[src/sv/spbl_pkg.sv]
`default_nettype none

package spbl_pkg;

  // strip geometry
  localparam int LED_COUNT   = 256;
  localparam int NUM_BANDS   = 16;
  localparam int STRIPE_FULL = LED_COUNT / NUM_BANDS;
  localparam int STRIPE_HALF = LED_COUNT / (2 * NUM_BANDS);

  // position counters are at least as wide as the 8-bit index fields
  localparam int LED_W = $clog2(LED_COUNT);
  localparam int POS_W = (LED_W > 8) ? LED_W : 8;
  // stripe countdown holds up to STRIPE_FULL-1
  localparam int CNT_W = ($clog2(STRIPE_FULL) > 0) ? $clog2(STRIPE_FULL) : 1;

  localparam logic [POS_W-1:0] STRIPE_FULL_POS = POS_W'(STRIPE_FULL);
  localparam logic [POS_W-1:0] STRIPE_HALF_POS = POS_W'(STRIPE_HALF);
  localparam logic [POS_W-1:0] LAST_LED        = POS_W'(LED_COUNT - 1);
  localparam logic [CNT_W-1:0] STRIPE_FULL_M1  = CNT_W'(STRIPE_FULL - 1);
  localparam logic [CNT_W-1:0] STRIPE_HALF_M1  = CNT_W'(STRIPE_HALF - 1);

  // blend arithmetic
  localparam logic [3:0]  TOP_BAND = 4'd15;
  // ceil(2^16 / 15), exact floor(y / 15) for y below 4096
  localparam logic [12:0] RECIP_15 = 13'd4370;

  // configuration register indexes
  localparam logic [2:0] REG_COLOR_A_RED   = 3'd0;
  localparam logic [2:0] REG_COLOR_A_GREEN = 3'd1;
  localparam logic [2:0] REG_COLOR_A_BLUE  = 3'd2;
  localparam logic [2:0] REG_COLOR_B_RED   = 3'd3;
  localparam logic [2:0] REG_COLOR_B_GREEN = 3'd4;
  localparam logic [2:0] REG_COLOR_B_BLUE  = 3'd5;
  localparam logic [2:0] REG_MIRROR_MODE   = 3'd6;

  typedef struct packed {
    logic [7:0] red;
    logic [7:0] green;
    logic [7:0] blue;
  } rgb_t;

  typedef struct packed {
    logic [3:0] band_index;
    logic [7:0] band_level;
  } band_item_t;

  typedef struct packed {
    logic [7:0] led_index;
    logic [7:0] mirror_index;
    logic       mirror_valid;
    logic [7:0] pixel_red;
    logic [7:0] pixel_green;
    logic [7:0] pixel_blue;
    logic       stripe_last;
  } pixel_item_t;

  // finished band color handed from the blend pipeline to the stripe stage
  typedef struct packed {
    logic [3:0] band;
    rgb_t       color;
  } blend_t;

endpackage

`default_nettype wire

[src/sv/spbl_blend.sv]
`default_nettype none

module spbl_blend (
  input  wire logic                clk,
  input  wire logic                rst,
  input  wire logic                in_valid,
  output logic                     in_stall,
  input  wire spbl_pkg::band_item_t in_item,
  input  wire spbl_pkg::rgb_t      color_a,
  input  wire spbl_pkg::rgb_t      color_b,
  output logic                     out_valid,
  input  wire logic                out_take,
  output spbl_pkg::blend_t         out_item
);
  import spbl_pkg::*;

  // floor(x / 255) for x up to 65025
  function automatic logic [7:0] div255(input logic [15:0] x);
    logic [16:0] t;
    t = {1'b0, x} + 17'(x[15:8]) + 17'd1;
    return t[15:8];
  endfunction

  // floor(y / 15) for y below 4096
  function automatic logic [7:0] div15(input logic [11:0] y);
    logic [24:0] p;
    p = 25'(y) * 25'(RECIP_15);
    return p[23:16];
  endfunction

  logic [7:0] ca [3];
  logic [7:0] cb [3];

  assign ca[0] = color_a.red;
  assign ca[1] = color_a.green;
  assign ca[2] = color_a.blue;
  assign cb[0] = color_b.red;
  assign cb[1] = color_b.green;
  assign cb[2] = color_b.blue;

  logic        v1, v2, v3, v4, v5;
  logic        rdy1, rdy2, rdy3, rdy4, rdy5;
  logic [3:0]  k1, k2, k3, k4, k5;
  logic [15:0] pa1 [3];
  logic [15:0] pb1 [3];
  logic [7:0]  qa2 [3];
  logic [7:0]  qb2 [3];
  logic [11:0] ya3 [3];
  logic [11:0] yb3 [3];
  logic [7:0]  za4 [3];
  logic [7:0]  zb4 [3];
  logic [7:0]  sum5 [3];

  // a stage loads when empty or when the one after it moves on
  assign rdy5 = !v5 || out_take;
  assign rdy4 = !v4 || rdy5;
  assign rdy3 = !v3 || rdy4;
  assign rdy2 = !v2 || rdy3;
  assign rdy1 = !v1 || rdy2;
  assign in_stall = !rdy1;

  always_ff @(posedge clk) begin
    if (rst) begin
      v1 <= 1'b0;
      v2 <= 1'b0;
      v3 <= 1'b0;
      v4 <= 1'b0;
      v5 <= 1'b0;
    end else begin
      if (rdy1) v1 <= in_valid;
      if (rdy2) v2 <= v1;
      if (rdy3) v3 <= v2;
      if (rdy4) v4 <= v3;
      if (rdy5) v5 <= v4;
    end
  end

  always_ff @(posedge clk) begin
    if (rdy1 && in_valid) begin
      k1 <= in_item.band_index;
      for (int c = 0; c < 3; c++) begin
        pa1[c] <= 16'(ca[c]) * 16'(in_item.band_level);
        pb1[c] <= 16'(cb[c]) * 16'(in_item.band_level);
      end
    end
    if (rdy2 && v1) begin
      k2 <= k1;
      for (int c = 0; c < 3; c++) begin
        qa2[c] <= div255(pa1[c]);
        qb2[c] <= div255(pb1[c]);
      end
    end
    if (rdy3 && v2) begin
      k3 <= k2;
      for (int c = 0; c < 3; c++) begin
        ya3[c] <= 12'(qa2[c]) * 12'(TOP_BAND - k2);
        yb3[c] <= 12'(qb2[c]) * 12'(k2);
      end
    end
    if (rdy4 && v3) begin
      k4 <= k3;
      for (int c = 0; c < 3; c++) begin
        za4[c] <= div15(ya3[c]);
        zb4[c] <= div15(yb3[c]);
      end
    end
    if (rdy5 && v4) begin
      k5 <= k4;
      for (int c = 0; c < 3; c++) begin
        sum5[c] <= za4[c] + zb4[c];
      end
    end
  end

  assign out_valid            = v5;
  assign out_item.band        = k5;
  assign out_item.color.red   = sum5[0];
  assign out_item.color.green = sum5[1];
  assign out_item.color.blue  = sum5[2];

endmodule

`default_nettype wire

[src/sv/spbl_stripe.sv]
`default_nettype none

module spbl_stripe (
  input  wire logic                 clk,
  input  wire logic                 rst,
  input  wire logic                 src_valid,
  output logic                      src_take,
  input  wire spbl_pkg::blend_t     src_item,
  input  wire logic                 mirror_mode,
  output logic                      pixel_valid,
  input  wire logic                 pixel_stall,
  output spbl_pkg::pixel_item_t     pixel_item
);
  import spbl_pkg::*;

  logic             busy;
  logic [POS_W-1:0] pos;
  logic [POS_W-1:0] mpos;
  logic [CNT_W-1:0] remain;
  logic             mir;
  rgb_t             color;

  logic             advance;
  logic             at_last;
  logic [POS_W-1:0] width_sel;
  logic [POS_W-1:0] base;

  assign at_last  = (remain == '0);
  assign advance  = busy && !pixel_stall;
  assign src_take = src_valid && (!busy || (advance && at_last));

  always_comb begin
    width_sel = mirror_mode ? STRIPE_HALF_POS : STRIPE_FULL_POS;
    base      = POS_W'(src_item.band) * width_sel;
  end

  always_ff @(posedge clk) begin
    if (rst) begin
      busy <= 1'b0;
    end else if (src_take) begin
      busy <= 1'b1;
    end else if (advance && at_last) begin
      busy <= 1'b0;
    end
  end

  always_ff @(posedge clk) begin
    if (src_take) begin
      pos    <= base;
      mpos   <= LAST_LED - base;
      remain <= mirror_mode ? STRIPE_HALF_M1 : STRIPE_FULL_M1;
      mir    <= mirror_mode;
      color  <= src_item.color;
    end else if (advance && !at_last) begin
      pos    <= pos + POS_W'(1);
      mpos   <= mpos - POS_W'(1);
      remain <= remain - CNT_W'(1);
    end
  end

  assign pixel_valid             = busy;
  assign pixel_item.led_index    = pos[7:0];
  assign pixel_item.mirror_index = mir ? mpos[7:0] : 8'd0;
  assign pixel_item.mirror_valid = mir;
  assign pixel_item.pixel_red    = color.red;
  assign pixel_item.pixel_green  = color.green;
  assign pixel_item.pixel_blue   = color.blue;
  assign pixel_item.stripe_last  = at_last;

endmodule

`default_nettype wire

[src/sv/spectrum_bar_led_renderer.sv]
// timing: first pixel of a band is presented once it has passed the five blend stages and
//   been loaded into the stripe stage, then one pixel per cycle while the output is not stalled
// throughput: the stripe stage emits one pixel a cycle while not stalled, STRIPE_FULL pixels
//   a band (STRIPE_HALF in mirror mode); the five-stage blend pipeline takes a band every
//   cycle while not stalled and keeps up to five more bands queued behind the stripe stage
// reset (synchronous, active high): pipeline and output empty, colors back to defaults
`default_nettype none

module spectrum_bar_led_renderer (
  input  wire logic                  clk,
  input  wire logic                  rst,
  // band input channel
  input  wire logic                  band_valid,
  output logic                       band_stall,
  input  wire spbl_pkg::band_item_t  band,
  // pixel output channel
  output logic                       pixel_valid,
  input  wire logic                  pixel_stall,
  output spbl_pkg::pixel_item_t      pixel,
  // register write port
  input  wire logic                  cfg_write,
  input  wire logic [2:0]            cfg_index,
  input  wire logic [7:0]            cfg_data
);
  import spbl_pkg::*;

  // configuration registers; the user must write them only while no band is in flight (not enforced here)
  rgb_t color_a;
  rgb_t color_b;
  logic mirror_mode;

  always_ff @(posedge clk) begin
    if (rst) begin
      color_a     <= '{red: 8'd0, green: 8'd0, blue: 8'd0};
      color_b     <= '{red: 8'd255, green: 8'd0, blue: 8'd0};
      mirror_mode <= 1'b0;
    end else if (cfg_write) begin
      case (cfg_index)
        REG_COLOR_A_RED:   color_a.red   <= cfg_data;
        REG_COLOR_A_GREEN: color_a.green <= cfg_data;
        REG_COLOR_A_BLUE:  color_a.blue  <= cfg_data;
        REG_COLOR_B_RED:   color_b.red   <= cfg_data;
        REG_COLOR_B_GREEN: color_b.green <= cfg_data;
        REG_COLOR_B_BLUE:  color_b.blue  <= cfg_data;
        REG_MIRROR_MODE:   mirror_mode   <= cfg_data[0];
        default: ;  // unused index, write ignored
      endcase
    end
  end

  // blend pipeline: level scaling, divide by 255, band weighting, divide by 15, sum
  logic   blend_valid;
  logic   blend_take;
  blend_t blend_item;

  spbl_blend u_blend (
    .clk       (clk),
    .rst       (rst),
    .in_valid  (band_valid),
    .in_stall  (band_stall),
    .in_item   (band),
    .color_a   (color_a),
    .color_b   (color_b),
    .out_valid (blend_valid),
    .out_take  (blend_take),
    .out_item  (blend_item)
  );

  // stripe stage: holds one band color and walks its led positions, one transfer a pixel;
  // the next band is loaded in the same cycle the last pixel transfers out
  spbl_stripe u_stripe (
    .clk         (clk),
    .rst         (rst),
    .src_valid   (blend_valid),
    .src_take    (blend_take),
    .src_item    (blend_item),
    .mirror_mode (mirror_mode),
    .pixel_valid (pixel_valid),
    .pixel_stall (pixel_stall),
    .pixel_item  (pixel)
  );

endmodule

`default_nettype wire
[config.mk]
export PLATFORM = sky130hd
export DESIGN_NAME = spectrum_bar_led_renderer
export DESIGN_NICKNAME = d
export VERILOG_FILES = /design/src/sv/spbl_pkg.sv /design/src/sv/spbl_blend.sv /design/src/sv/spbl_stripe.sv /design/src/sv/spectrum_bar_led_renderer.sv
export SDC_FILE = /design/constraint.sdc
export NUM_CORES = 2
export LEC_CHECK = 0
export BUFFER_PORTS_ARGS = -buffer_cell sky130_fd_sc_hd__buf_4
export CAP_MARGIN = 15
export CORE_MARGIN = 3
export CORE_UTILIZATION = 50
export CTS_CLUSTER_DIAMETER = 100
export DETAILED_ROUTE_END_ITERATION = 16
export PLACE_DENSITY = 0.66
export SLEW_MARGIN = 30
export SYNTH_ARGS = -nofsm -noshare
export SYNTH_HDL_FRONTEND = slang
export SYNTH_HIERARCHICAL = 1
export SYNTH_SLANG_ARGS = --single-unit
[constraint.sdc]
create_clock -name clk -period 8.1 [get_ports clk]
set_input_delay 0.405 -clock clk [delete_from_list [all_inputs] [get_ports clk]]
set_output_delay 0.405 -clock clk [all_outputs]
set_load 0.01 [all_outputs]
==> results.sh <==
export IMPL_outcome="finished, final reports clean"
export IMPL_grt_max_degree=77
export IMPL_tritoncts="done"
export IMPL_final_setup_viol_count=0
export IMPL_cts_clk_slew_worst_paths_ns=0.06
export IMPL_critPathRequiredTime_ns=8.45
export IMPL_die_y_um=295.3
export IMPL_port_buffers=71
export IMPL_wl_met1_um=38200
export IMPL_tightest_slew_ns=0.7786
export IMPL_yosys_area_top_type="edfxtp_1"
export IMPL_ys_ff_latch=408
export IMPL_root_buffer="clkbuf_16"
export IMPL_crit_type="flip-flop to flip-flop"
export IMPL_synth_edf_count=353
export IMPL_slew_violations=0
export IMPL_fin_setup_tns_ns=0
export IMPL_fmax_mhz=212.6
export IMPL_cts_setup_buffers=0
export IMPL_h_tree_depth=2
export IMPL_route_final_wire_length_um=74130
export IMPL_core_rowCount=105
export IMPL_ys_warn_count=6
export IMPL_dr_pass1_iters=5
export IMPL_vias=26590
export IMPL_detail_route_antenna_nets=0
export IMPL_yosys_cell_types_count=76
export IMPL_ys_flop_type="edfxtp_1"
export IMPL_vdd_drop_max_mv=0.1801
export IMPL_drive_gt1_frac=0.04892
export IMPL_dpl_hpwl_um=57890
export IMPL_worst_hold_path_type="input pin to flip-flop"
export IMPL_grt_setup_unrepaired="no"
export IMPL_endpoint_kind="flip-flop"
export IMPL_start_kind="flip-flop"
export IMPL_diodes=0
export IMPL_first_global_vias=27030
export IMPL_maxCapViolations=0
export IMPL_clock_skew_final_ns=0.04211
export IMPL_worstPathMaxFanout=9
export IMPL_track_usage=0.1777
export IMPL_synthCells=3982
export IMPL_critical_path_arrival_ns=5.05
export IMPL_antenna_found_initial=1
export IMPL_vias_per_cell=5.155
export IMPL_cts_buffer_depth=3
export IMPL_post_route_util=0.5484
export IMPL_place_inst=5061
export IMPL_syn_avg_cell_area_sq_um=10.51
export IMPL_synthesis_area_sq_mm=0.04185
export IMPL_cellLeakagePower_nw=22.41
export IMPL_hold_violations=0
export IMPL_start_util=0.5072
export IMPL_fin_nets=5189
export IMPL_wl_met2_um=32650
export IMPL_grt_pass1_wl_um=129500
export IMPL_synth_top_area_frac=0.2533
export IMPL_wl_per_cell_um=14.37
export IMPL_period_share=0.5807
export IMPL_post_route_min_period_ns=4.704
export IMPL_slew_headroom=0.4809
export IMPL_clock_sinks=408
export IMPL_synth_seq_area_share=0.2796
export IMPL_design_area_sq_mm=0.04525
export IMPL_hold_ws_ns=0.06386
export IMPL_drt_initial_drc_count=1071
export IMPL_io_pins=72
export IMPL_stdcell_count=5158
export IMPL_gp_congestion=0.8192
export IMPL_cts_buffers=50
export IMPL_synthArstFlopShare=0
export IMPL_cts_resized=0
export IMPL_clock_latency_ns=0.61
export IMPL_dieArea_sq_mm=0.08720
export IMPL_place_area_sq_mm=0.04356
export IMPL_dr_wl_met3_um=2145
export IMPL_drc=0
export IMPL_highest_signal_layer="met4"
export IMPL_die_x_um=295.3
export IMPL_overflow=0
export IMPL_p_per_area_mw_per_mm2=164.0
export IMPL_syn_num_nets=5124
export IMPL_coreArea_sq_mm=0.08250
export IMPL_synthTopCellsByArea="edfxtp_1, ha_1, fa_1"
export IMPL_area_growth_syn_to_layout_pct=8.133
[per-layer routing]
metal / GRT usage / vias up
met2: 0.2862 / 291
met3: 0.01901 / 69
met1: 0.2614 / 12830
li1: - / 13400
met4: 0.03512 / 0
met5: 0 / -
[flip-flops by register name, summed over array words and instances, names as in the netlist, 8 cells and up]
name / count
u_blend/za4: 24
color_b: 24
u_blend/qa2: 24
u_blend/qb2: 24
u_stripe/pixel_item: 24
u_blend/pa1: 48
u_blend/zb4: 24
u_blend/ya3: 36
u_blend/pb1: 48
u_blend/sum5: 24
u_blend/yb3: 36
color_a: 24
u_stripe/mpos: 8
u_stripe/pos: 8
[power breakdown]
part           switching, mW  internal, mW
combinational           1.39          1.14
sequential             0.128          2.56
clock                  0.909          1.29
[logic make-up after synthesis]
kind of cell    share of synthesized area
compound gates                    0.06222
flops                              0.2796
simple gates                       0.1365
fa+ha+maj                          0.3928
mux                               0.01271
xor+xnor                          0.05086
other cells                    0.00008962
buf+inv                           0.06518
[synth_stat cells, types with 4 or more instances]
master       n
ha_1       781
inv_1      636
and2_1     370
edfxtp_1   353
fa_1       333
nand2_1    212
xnor2_1    177
a21oi_1    162
nand2b_1   103
nor2_1     101
nor2b_1     82
clkbuf_1    67
xor2_1      66
dfxtp_1     55
mux2i_1     52
o21ai_0     51
nand3_1     43
o21a_1      38
a21o_1      34
nor3_1      27
and3_1      24
o21bai_1    19
nand4_1     15
or3_1       14
a211oi_1    13
o211ai_1    13
o31ai_1     11
or2_2       11
o21ai_1     10
nor4_1       9
a2111oi_0    8
buf_2        6
nand4b_1     6
a21boi_0     5
a21boi_1     4
a311oi_1     4
and4_1       4
[cell type report]
cell class | instances | area, sq um
multi-input cells | 2859 | 27460
repair buffers | 91 | 700.7
well taps | 1070 | 1339
inverters | 637 | 2396
clock buffers | 66 | 1398
clock inverters | 27 | 251.5
fillers | 7205 | 37260
flip-flops and latches | 408 | 11700
[critical path: stages, from the launching register on]
cell	delay [ns]
dfxtp_1	0.56
and2_1	0.22
fa_1	0.42
fa_1	0.52
fa_1	0.54
inv_1	0.05
fa_1	0.52
inv_1	0.04
ha_1	0.32
or2_2	0.32
a21oi_1	0.17
a21oi_1	0.09
a211oi_1	0.36
a21oi_1	0.15
xnor2_1	0.16
[path summary, 6_finish.rpt]
check                              startpoint            endpoint  slack, ns  cells after the start
worst max-delay path              color_b[17]  u_blend/pb1[0][15]       3.40                     14
worst min-delay path              cfg_data[7]         color_b[23]       0.06                      3
worst max register to register    color_b[17]  u_blend/pb1[0][15]       3.40                     14
worst min register to register  u_blend/k4[0]       u_blend/k5[0]       0.41                      0
[timing repair]
item | CTS | global route
setup endpoints to repair | 0 | 0
hold buffers | 4 | 0
endpoints found under the hold margin | 4 | 0
[per-stage QoR]
step	power [mW]	setup WS, ns
2_1_floorplan	4.671	1.372
3_3_place_gp	5.207	3.185
3_5_place_dp	5.257	3.072
4_1_cts	7.527	3.408
5_1_grt	8.026	3.183
6_report	7.423	3.396
[cells in the final DEF, fill, tap and decap left out, drive strengths merged, types with 13 or more instances in the layout]
cell / netlist / routed
mux2i: 52 / 52
buf: 11 / 87
a211oi: 13 / 13
nand3: 43 / 43
nor2b: 82 / 82
and2: 370 / 370
edfxtp: 353 / 353
or3: 14 / 14
o21ai: 63 / 63
clkbuf: 67 / 66
o21a: 38 / 38
nor2: 102 / 102
xor2: 66 / 66
a21o: 35 / 35
o211ai: 13 / 13
a21oi: 163 / 163
fa: 333 / 333
ha: 781 / 781
and3: 24 / 24
nand4: 15 / 15
dfxtp: 55 / 55
nand2: 214 / 214
nand2b: 103 / 103
clkinv: 1 / 15
o21bai: 19 / 19
inv: 636 / 641
nor3: 27 / 27
xnor2: 177 / 177
No activity file was read; power rests on OpenSTA's default activity.
